File: config.mk
export PLATFORM = sky130hd
export DESIGN_NAME = base64url_decoder_flat
export DESIGN_NICKNAME = d
export VERILOG_FILES = /design/src/rtl/b64u_pkg.sv /design/src/rtl/b64u_stream_if.sv /design/src/rtl/b64u_core.sv /design/src/rtl/b64u_obuf.sv /design/src/rtl/base64url_decoder.sv /design/src/flat_wrapper.sv
export SDC_FILE = /design/constraint.sdc
export NUM_CORES = 1
export LEC_CHECK = 0
export BUFFER_PORTS_ARGS = -buffer_cell sky130_fd_sc_hd__buf_2
export CAP_MARGIN = 0
export CORE_UTILIZATION = 25
export CTS_CLUSTER_SIZE = 30
export DETAILED_ROUTE_END_ITERATION = 6
export PLACE_DENSITY_LB_ADDON = 0.1
export SYNTH_ARGS = -nofsm -noshare
export SYNTH_HDL_FRONTEND = slang
export SYNTH_HIERARCHICAL = 1
export SYNTH_SLANG_ARGS = --single-unit
File: constraint.sdc
create_clock -name i_clk -period 11.9 [get_ports i_clk]
set_clock_uncertainty 0.1 [all_clocks]
set_input_delay 0.595 -clock i_clk [delete_from_list [all_inputs] [get_ports i_clk]]
set_output_delay 0.595 -clock i_clk [all_outputs]
set_load 0.02 [all_outputs]
File: src/rtl/b64u_pkg.sv
// package: character classes, decoder state and per-character group step
package b64u_pkg;

    typedef enum logic [1:0] {
        CLS_DATA,
        CLS_PAD,
        CLS_BAD
    } t_cls;

    typedef struct packed {
        t_cls       cls;
        logic [5:0] val;
    } t_chr;

    typedef struct packed {
        logic [5:0] sx0;
        logic [5:0] sx1;
        logic [5:0] sx2;
        logic [1:0] pos;
        logic [1:0] pad;
        logic       third;
    } t_state;

    typedef struct packed {
        t_state     st;
        logic       ok;
        logic [1:0] cnt;
        logic [7:0] b0;
        logic [7:0] b1;
        logic [7:0] b2;
    } t_feed;

    typedef struct packed {
        logic [1:0] cnt;
        logic       bad;
        logic [7:0] b0;
        logic [7:0] b1;
        logic [7:0] b2;
    } t_res;

    localparam logic [7:0] CH_PAD   = 8'h00;
    localparam logic [7:0] CH_DASH  = 8'h2D;
    localparam logic [7:0] CH_UNDER = 8'h5F;

    function automatic t_chr classify(input logic [7:0] ch);
        t_chr r;
        r.cls = CLS_BAD;
        r.val = 6'd0;
        if (ch == CH_PAD) begin
            r.cls = CLS_PAD;
        end else if (ch >= 8'h41 && ch <= 8'h5A) begin
            r.cls = CLS_DATA;
            r.val = 6'(ch - 8'h41);
        end else if (ch >= 8'h61 && ch <= 8'h7A) begin
            r.cls = CLS_DATA;
            r.val = 6'(ch - 8'h61 + 8'd26);
        end else if (ch >= 8'h30 && ch <= 8'h39) begin
            r.cls = CLS_DATA;
            r.val = 6'(ch - 8'h30 + 8'd52);
        end else if (ch == CH_DASH) begin
            r.cls = CLS_DATA;
            r.val = 6'd62;
        end else if (ch == CH_UNDER) begin
            r.cls = CLS_DATA;
            r.val = 6'd63;
        end
        return r;
    endfunction

    // one character into the group; bytes come out when the group closes
    function automatic t_feed feed(input t_state s, input t_cls cls, input logic [5:0] val);
        t_feed      r;
        logic [1:0] pc;
        logic [5:0] c4;
        r     = '0;
        r.st  = s;
        r.ok  = 1'b1;
        pc    = s.pad;
        c4    = (cls == CLS_PAD) ? 6'd0 : val;
        if (cls == CLS_BAD) begin
            r.ok = 1'b0;
        end else begin
            case (s.pos)
                2'd0: begin
                    if (cls == CLS_PAD) begin
                        r.ok = 1'b0;
                    end else begin
                        r.st.sx0 = val;
                        r.st.pos = 2'd1;
                    end
                end
                2'd1: begin
                    if (cls == CLS_PAD) begin
                        r.ok = 1'b0;
                    end else begin
                        r.st.sx1 = val;
                        r.st.pos = 2'd2;
                    end
                end
                2'd2: begin
                    if (cls == CLS_PAD) begin
                        if (s.pad >= 2'd2) begin
                            r.ok = 1'b0;
                        end
                        r.st.third = 1'b1;
                        r.st.sx2   = 6'd0;
                    end else begin
                        r.st.third = 1'b0;
                        r.st.sx2   = val;
                    end
                    r.st.pos = 2'd3;
                end
                default: begin
                    if (cls == CLS_PAD) begin
                        if (pc != 2'd0) begin
                            r.ok = 1'b0;
                        end else begin
                            pc = 2'd1;
                        end
                    end
                    if (r.ok && s.third) begin
                        if (pc != 2'd1) begin
                            r.ok = 1'b0;
                        end else begin
                            pc = 2'd2;
                        end
                    end
                    if (r.ok) begin
                        r.cnt      = (pc == 2'd0) ? 2'd3 : ((pc == 2'd1) ? 2'd2 : 2'd1);
                        r.b0       = {s.sx0, s.sx1[5:4]};
                        r.b1       = {s.sx1[3:0], s.sx2[5:2]};
                        r.b2       = {s.sx2[1:0], c4};
                        r.st.pos   = 2'd0;
                        r.st.third = 1'b0;
                        r.st.pad   = pc;
                    end
                end
            endcase
        end
        return r;
    endfunction

endpackage

File: src/rtl/b64u_stream_if.sv
// stream interfaces for text characters in and decoded bytes out
interface b64u_char_if;
    logic       valid;
    logic       ready;
    logic [7:0] in_char;
    logic       last_char;

    modport source (output valid, output in_char, output last_char, input ready);
    modport sink   (input valid, input in_char, input last_char, output ready);
endinterface

interface b64u_byte_if;
    logic       valid;
    logic       ready;
    logic [7:0] out_byte;
    logic       bad_char;
    logic       run_last;

    modport source (output valid, output out_byte, output bad_char, output run_last, input ready);
    modport sink   (input valid, input out_byte, input bad_char, input run_last, output ready);
endinterface

File: src/rtl/b64u_core.sv
// decoder state and single-pass group decode of one character
module b64u_core (
    input  logic                i_clk,
    input  logic                i_rst_n,
    input  logic                i_step,
    input  logic [7:0]          i_in_char,
    input  logic                i_last_char,
    output b64u_pkg::t_res      o_res
);

    b64u_pkg::t_state r_st, n_st;
    logic             r_err, n_err;
    b64u_pkg::t_chr   chr;
    b64u_pkg::t_feed  f1, f2, f3, fin;
    logic             use2, use3, ok;

    always_comb begin
        chr  = b64u_pkg::classify(i_in_char);
        f1   = b64u_pkg::feed(r_st, chr.cls, chr.val);
        // short final group: fill missing positions with pads
        use2 = i_last_char && f1.ok && (f1.st.pos != 2'd0);
        f2   = b64u_pkg::feed(f1.st, b64u_pkg::CLS_PAD, 6'd0);
        use3 = use2 && f2.ok && (f2.st.pos != 2'd0);
        f3   = b64u_pkg::feed(f2.st, b64u_pkg::CLS_PAD, 6'd0);
        ok   = f1.ok && (!use2 || f2.ok) && (!use3 || f3.ok);
        fin  = use3 ? f3 : (use2 ? f2 : f1);

        o_res = '0;
        if (!r_err) begin
            if (!ok) begin
                o_res.cnt = 2'd1;
                o_res.bad = 1'b1;
            end else if (f1.cnt != 2'd0) begin
                o_res = '{cnt: f1.cnt, bad: 1'b0, b0: f1.b0, b1: f1.b1, b2: f1.b2};
            end else if (use2 && f2.cnt != 2'd0) begin
                o_res = '{cnt: f2.cnt, bad: 1'b0, b0: f2.b0, b1: f2.b1, b2: f2.b2};
            end else if (use3) begin
                o_res = '{cnt: f3.cnt, bad: 1'b0, b0: f3.b0, b1: f3.b1, b2: f3.b2};
            end
        end

        n_st  = r_st;
        n_err = r_err;
        if (i_step) begin
            if (i_last_char) begin
                n_st  = '0;
                n_err = 1'b0;
            end else if (!r_err) begin
                if (!ok) begin
                    n_err = 1'b1;
                end else begin
                    n_st = fin.st;
                end
            end
        end
    end

    always_ff @(posedge i_clk) begin
        if (!i_rst_n) begin
            r_st  <= '0;
            r_err <= 1'b0;
        end else begin
            r_st  <= n_st;
            r_err <= n_err;
        end
    end

endmodule

File: src/rtl/b64u_obuf.sv
// result register holding up to three bytes of one group, drained one beat a cycle while the sink is ready
module b64u_obuf (
    input  logic            i_clk,
    input  logic            i_rst_n,
    input  logic            i_load,
    input  b64u_pkg::t_res  i_res,
    output logic            o_free,
    b64u_byte_if.source     o_byte
);

    logic [1:0] r_cnt, n_cnt;
    logic [7:0] r_b0, r_b1, r_b2;
    logic       r_bad;
    logic       pop;

    assign o_byte.valid    = (r_cnt != 2'd0);
    assign o_byte.out_byte = r_b0;
    assign o_byte.bad_char = r_bad;
    assign o_byte.run_last = (r_cnt == 2'd1);
    assign pop             = o_byte.valid && o_byte.ready;
    assign o_free          = (r_cnt == 2'd0) || ((r_cnt == 2'd1) && pop);

    always_comb begin
        n_cnt = r_cnt;
        if (i_load) begin
            n_cnt = i_res.cnt;
        end else if (pop) begin
            n_cnt = r_cnt - 2'd1;
        end
    end

    always_ff @(posedge i_clk) begin
        if (!i_rst_n) begin
            r_cnt <= 2'd0;
        end else begin
            r_cnt <= n_cnt;
        end
    end

    always_ff @(posedge i_clk) begin
        if (i_load) begin
            r_b0  <= i_res.b0;
            r_b1  <= i_res.b1;
            r_b2  <= i_res.b2;
            r_bad <= i_res.bad;
        end else if (pop) begin
            r_b0 <= r_b1;
            r_b1 <= r_b2;
        end
    end

    // no overwrite of undelivered bytes
    a_load_free: assert property (@(posedge i_clk) disable iff (!i_rst_n)
        i_load |-> o_free) else $error("result register loaded while busy");

    a_load_cnt: assert property (@(posedge i_clk) disable iff (!i_rst_n)
        i_load |-> (i_res.cnt != 2'd0)) else $error("load of an empty result");

    a_bad_single: assert property (@(posedge i_clk) disable iff (!i_rst_n)
        (o_byte.valid && r_bad) |-> o_byte.run_last) else $error("error beat not alone");

    a_drain: assert property (@(posedge i_clk) disable iff (!i_rst_n)
        (pop && (r_cnt == 2'd1) && !i_load) |=> !o_byte.valid)
        else $error("stale beat after drain");

endmodule

File: src/rtl/base64url_decoder.sv
// an accepted character sits in the input register; its bytes then load the result register
// throughput: a character per cycle if the result register is free; a beat per ready cycle
// a group of four characters yields at most three beats, set by the three-byte result register
// reset: synchronous active-low, clears group state, error flag and pending beats
// after reset the block is ready at once
module base64url_decoder (
    input  logic        i_clk,
    input  logic        i_rst_n,
    b64u_char_if.sink   i_char,
    b64u_byte_if.source o_byte
);

    logic           r_in_v;
    logic [7:0]     r_in_char;
    logic           r_in_last;
    b64u_pkg::t_res res;
    logic           free;
    logic           advance;
    logic           take;

    assign advance      = r_in_v && ((res.cnt == 2'd0) || free);
    assign i_char.ready = !r_in_v || advance;
    assign take         = i_char.valid && i_char.ready;

    always_ff @(posedge i_clk) begin
        if (!i_rst_n) begin
            r_in_v <= 1'b0;
        end else if (take) begin
            r_in_v <= 1'b1;
        end else if (advance) begin
            r_in_v <= 1'b0;
        end
    end

    always_ff @(posedge i_clk) begin
        if (take) begin
            r_in_char <= i_char.in_char;
            r_in_last <= i_char.last_char;
        end
    end

    b64u_core u_core (
        .i_clk       (i_clk),
        .i_rst_n     (i_rst_n),
        .i_step      (advance),
        .i_in_char   (r_in_char),
        .i_last_char (r_in_last),
        .o_res       (res)
    );

    b64u_obuf u_obuf (
        .i_clk   (i_clk),
        .i_rst_n (i_rst_n),
        .i_load  (advance && (res.cnt != 2'd0)),
        .i_res   (res),
        .o_free  (free),
        .o_byte  (o_byte)
    );

endmodule

File: src/flat_wrapper.sv
// flat-port wrapper written by rule: the top's interface ports become plain ports
module base64url_decoder_flat 
  (i_clk, i_rst_n, i_char_valid, i_char_in_char, i_char_last_char, i_char_ready, o_byte_valid, o_byte_out_byte, o_byte_bad_char, o_byte_run_last, o_byte_ready);
  b64u_char_if i_char_i ();
  b64u_byte_if o_byte_i ();
  input  logic i_clk;
  input  logic i_rst_n;
  input wire logic [$bits(i_char_i.valid)-1:0] i_char_valid;
  input wire logic [$bits(i_char_i.in_char)-1:0] i_char_in_char;
  input wire logic [$bits(i_char_i.last_char)-1:0] i_char_last_char;
  output wire logic [$bits(i_char_i.ready)-1:0] i_char_ready;
  output wire logic [$bits(o_byte_i.valid)-1:0] o_byte_valid;
  output wire logic [$bits(o_byte_i.out_byte)-1:0] o_byte_out_byte;
  output wire logic [$bits(o_byte_i.bad_char)-1:0] o_byte_bad_char;
  output wire logic [$bits(o_byte_i.run_last)-1:0] o_byte_run_last;
  input wire logic [$bits(o_byte_i.ready)-1:0] o_byte_ready;
  assign i_char_i.valid = i_char_valid;
  assign i_char_i.in_char = i_char_in_char;
  assign i_char_i.last_char = i_char_last_char;
  assign i_char_ready = i_char_i.ready;
  assign o_byte_valid = o_byte_i.valid;
  assign o_byte_out_byte = o_byte_i.out_byte;
  assign o_byte_bad_char = o_byte_i.bad_char;
  assign o_byte_run_last = o_byte_i.run_last;
  assign o_byte_i.ready = o_byte_ready;
  base64url_decoder u_core (.i_clk(i_clk), .i_rst_n(i_rst_n), .i_char(i_char_i), .o_byte(o_byte_i));
endmodule
==> run metrics <==
critical path class=reg2reg; DIE WIDTH=about 130 um; Clock power frac=0.417; # DRC=0; wire length per cell=~17 um; flop2flop setup slack=roughly 5.4 ns; GRT overflow=0; CP Launch Type=flip-flop; Syn. warnings=6; Worst EP arrival=between 6 and 7 ns; outcome=finished clean; Antenna Diode Count=0; I/O pins=25; Slew @ Worst Pin=approximately 0.97 ns; nets=464; unrepaired setup endpoints after global routing=no; Placed Instances=640; CP Max Fanout=28; layout cells sized above 1=0.198; final cell count without fillers=approximately 660; Core Region=roughly 0.016 mm^2; routability congestion estimate=between 0.8 and 0.9; cell area after synthesis=approximately 0.0041 mm^2; # resized after CTS=0; largest area contributor in the netlist=edfxtp_1; Net Count, Synth=roughly 450; CTS tree=built; via count=approximately 3300; PwrDens=~150 mW/mm^2; DRT Wirelength=between 10000 and 15000 um; Pint=0.489 mW; Die Span Y=about 130 um; sequential share of power=0.386; most used flip-flop cell after synthesis=edfxtp_1; clock tree buffer depth=2; initial antenna violation count=0; Slew HR=0.356; Die ar.=0.0169 mm^2; TritonCTS sink count=between 60 and 70; Syn Inst Count=about 420; Placed Area=between 0.004 and 0.005 mm^2; Final min period=around 6.5 ns; sw power=0.199 mW; Worst EP required=~12 ns; worst hold path class=in2reg; switching share of power=0.289; Pre-Repair DR Iteration Count=4; top-area cell type share of the netlist area=0.250; Clock H-tree levels=3; clock latency on the worst-skew pair=about 0.33 ns; Fmax=between 0.15 and 0.2 GHz; met2 Use GR=0.230; total of max-cap violations=0; power share of the combinational group=0.197; initial core utilization=0.256; Leakage=1.63 nW; async set or reset register ratio after synthesis=0; CTS Buf Count=9; # hold bufs at CTS=0; Period Utilization, post-route=0.545; antenna-violating nets left=0; gr busiest metal=met2; Fill cells=approximately 1700; met3 layer usage reported by global route=0.0283; Post-DP HPWL=just over 8000 um; Post-synth EDFFs=34; vias in the first global route=~3300; CTS Root Cell=clkbuf_16; gr usage total=0.144; Pins Over Slew Limit=0; register area share after synthesis=0.382; vias per cell=5.05; top-count cell post-synth=nor2b_1; Synth area leaders=edfxtp_1, dfxtp_1, nor2b_1; Setup TNS Final=0 ns; Fin. Hold Viols=0; Distinct cells, synth=69; pin count of the biggest net entering global routing=29; DRT iter0 DRCs=between 150 and 200; met1 Track Usage GR=0.183; number of cell rows=between 40 and 50; Worst Setup End Kind=flip-flop; Max rail drop VDD=0.0595 mV; first-pass GRT wire length=around 18000 um; PortBufs=24; final setup vio count=0; CTS clk-pin slew, worst paths=approximately 0.060 ns; synthesized flop and latch total=61; post-layout instance area=0.00472 mm^2; Post-synth top cells=nor2b_1, edfxtp_1, a22oi_1; area grow syn2layout=15.5%; Post-CTS Setup Inserts=0; Mapped Avg Cell Area=9.82 um^2
## critical path, stage by stage, from the launching register on
cell      delay (ns)
edfxtp_1        0.52
ha_1            0.34
inv_1           0.06
nor4_1          0.78
nor3_1          0.27
nand3_1         0.20
a22o_1          0.29
inv_1           0.10
ha_1            0.29
nand3b_1        0.21
a22oi_1         0.19
nand4_1         0.20
nor2_1          0.67
o21ai_0         0.28
a31oi_1         0.40
o21ai_2         0.12
nor2_2          0.09
buf_4           0.36
or2_1           0.63
## worst paths after layout
path | start | to | cells past startpoint
max reg2reg | u_core/r_in_char[1] | u_core/u_obuf/o_byte.out_byte[4] | 18
min | i_char_in_char[3] | u_core/r_in_char[3] | 1
min reg2reg | u_core/u_obuf/r_b2[0] | u_core/u_obuf/r_b1[0] | 1
max | u_core/r_in_char[1] | u_core/u_obuf/o_byte.out_byte[4] | 18
## through the flow
step	hold WS [ns]	total power, mW	utilization	setup WS (ns)
after global routing	0.319	0.719	0.296	4.91
final	0.332	0.688	0.296	5.41
after detailed placement	0.431	0.406	0.276	5.49
after global placement	0.431	0.406	0.276	5.71
after floorplan	0.403	0.369	-	6.28
after CTS	0.314	0.699	0.296	5.48
## power groups by stage
stage	Clock (mW)	Sequential, mW	Combinational (mW)
floorplan	0	0.275	0.0940
CTS	0.296	0.266	0.137
detailed placement	0	0.270	0.136
global route	0.303	0.269	0.148
finish	0.287	0.265	0.136
global placement	0	0.270	0.136
## area by class of cell
| cell class | instances | area, um^2 | share of cell area |
|---|---|---|---|
| clock buffer | 9 | 225 | 0.0477 |
| tap | 216 | 270 | 0.0573 |
| timing repair buffer | 27 | 143 | 0.0302 |
| multi-input combinational | 314 | 2340 | 0.495 |
| inverter | 22 | 82.6 | 0.0175 |
| sequential | 61 | 1560 | 0.331 |
| clock inverter | 7 | 98.8 | 0.0209 |
## sequential cells by signal, summed over array words and instances, names as in the netlist
signal	count
u_core/u_core/r_st	23
u_core/r_in_char	8
u_core/u_obuf/o_byte.out_byte	8
u_core/u_obuf/r_b1	8
u_core/u_obuf/r_b2	8
u_core/u_obuf/r_cnt	2
u_core/r_in_last	1
u_core/r_in_v	1
u_core/u_core/r_err	1
u_core/u_obuf/o_byte.bad_char	1
## layer usage
| layer | vias to the layer above | part of all wire |
|---|---|---|
| met3 | 21 | 0.038 |
| met2 | 81 | 0.46 |
| met5 | - | 0 |
| li1 | 1610 | - |
| met1 | 1599 | 0.47 |
| met4 | 0 | 0.030 |
## kinds of logic (layout without fill, tap and decap cells)
logic type,after synthesis,after routing,share of synthesized area
DFF,61,61,0.382
muxes,25,25,0.0759
and+or+nand+nor,151,151,0.222
AOI/OAI and AO/OA,118,118,0.215
adders and majority gates,17,17,0.0514
buffers and inverters,41,65,0.0472
xor gates and xnor gates,3,3,0.00643
## cells in the final DEF (no fill, tap or decap), types with 3 or more instances in the layout
master      n
a31oi_1     7
mux2_4      8
and3_1      7
a32oi_1     8
buf_4       3
o211ai_1    4
ha_1       16
nor4_1      4
clkbuf_16   9
and2_1      3
nand3_1     5
o211a_1     3
xnor2_1     3
o21bai_1    6
mux2_2     16
nor3_2      3
a22oi_1    30
nor2b_1    47
a21oi_1    13
nor3b_2     3
edfxtp_1   34
o21a_1      4
dfxtp_1    27
nor3b_1     5
buf_2      24
a21o_1      3
nor2_1     21
o31ai_1     3
o221ai_1    4
nor3_1      9
nand4_1     3
nand2_1    20
inv_1      22
o21ai_0    10
a311oi_1    4
(Power assumes the default switching activity.)
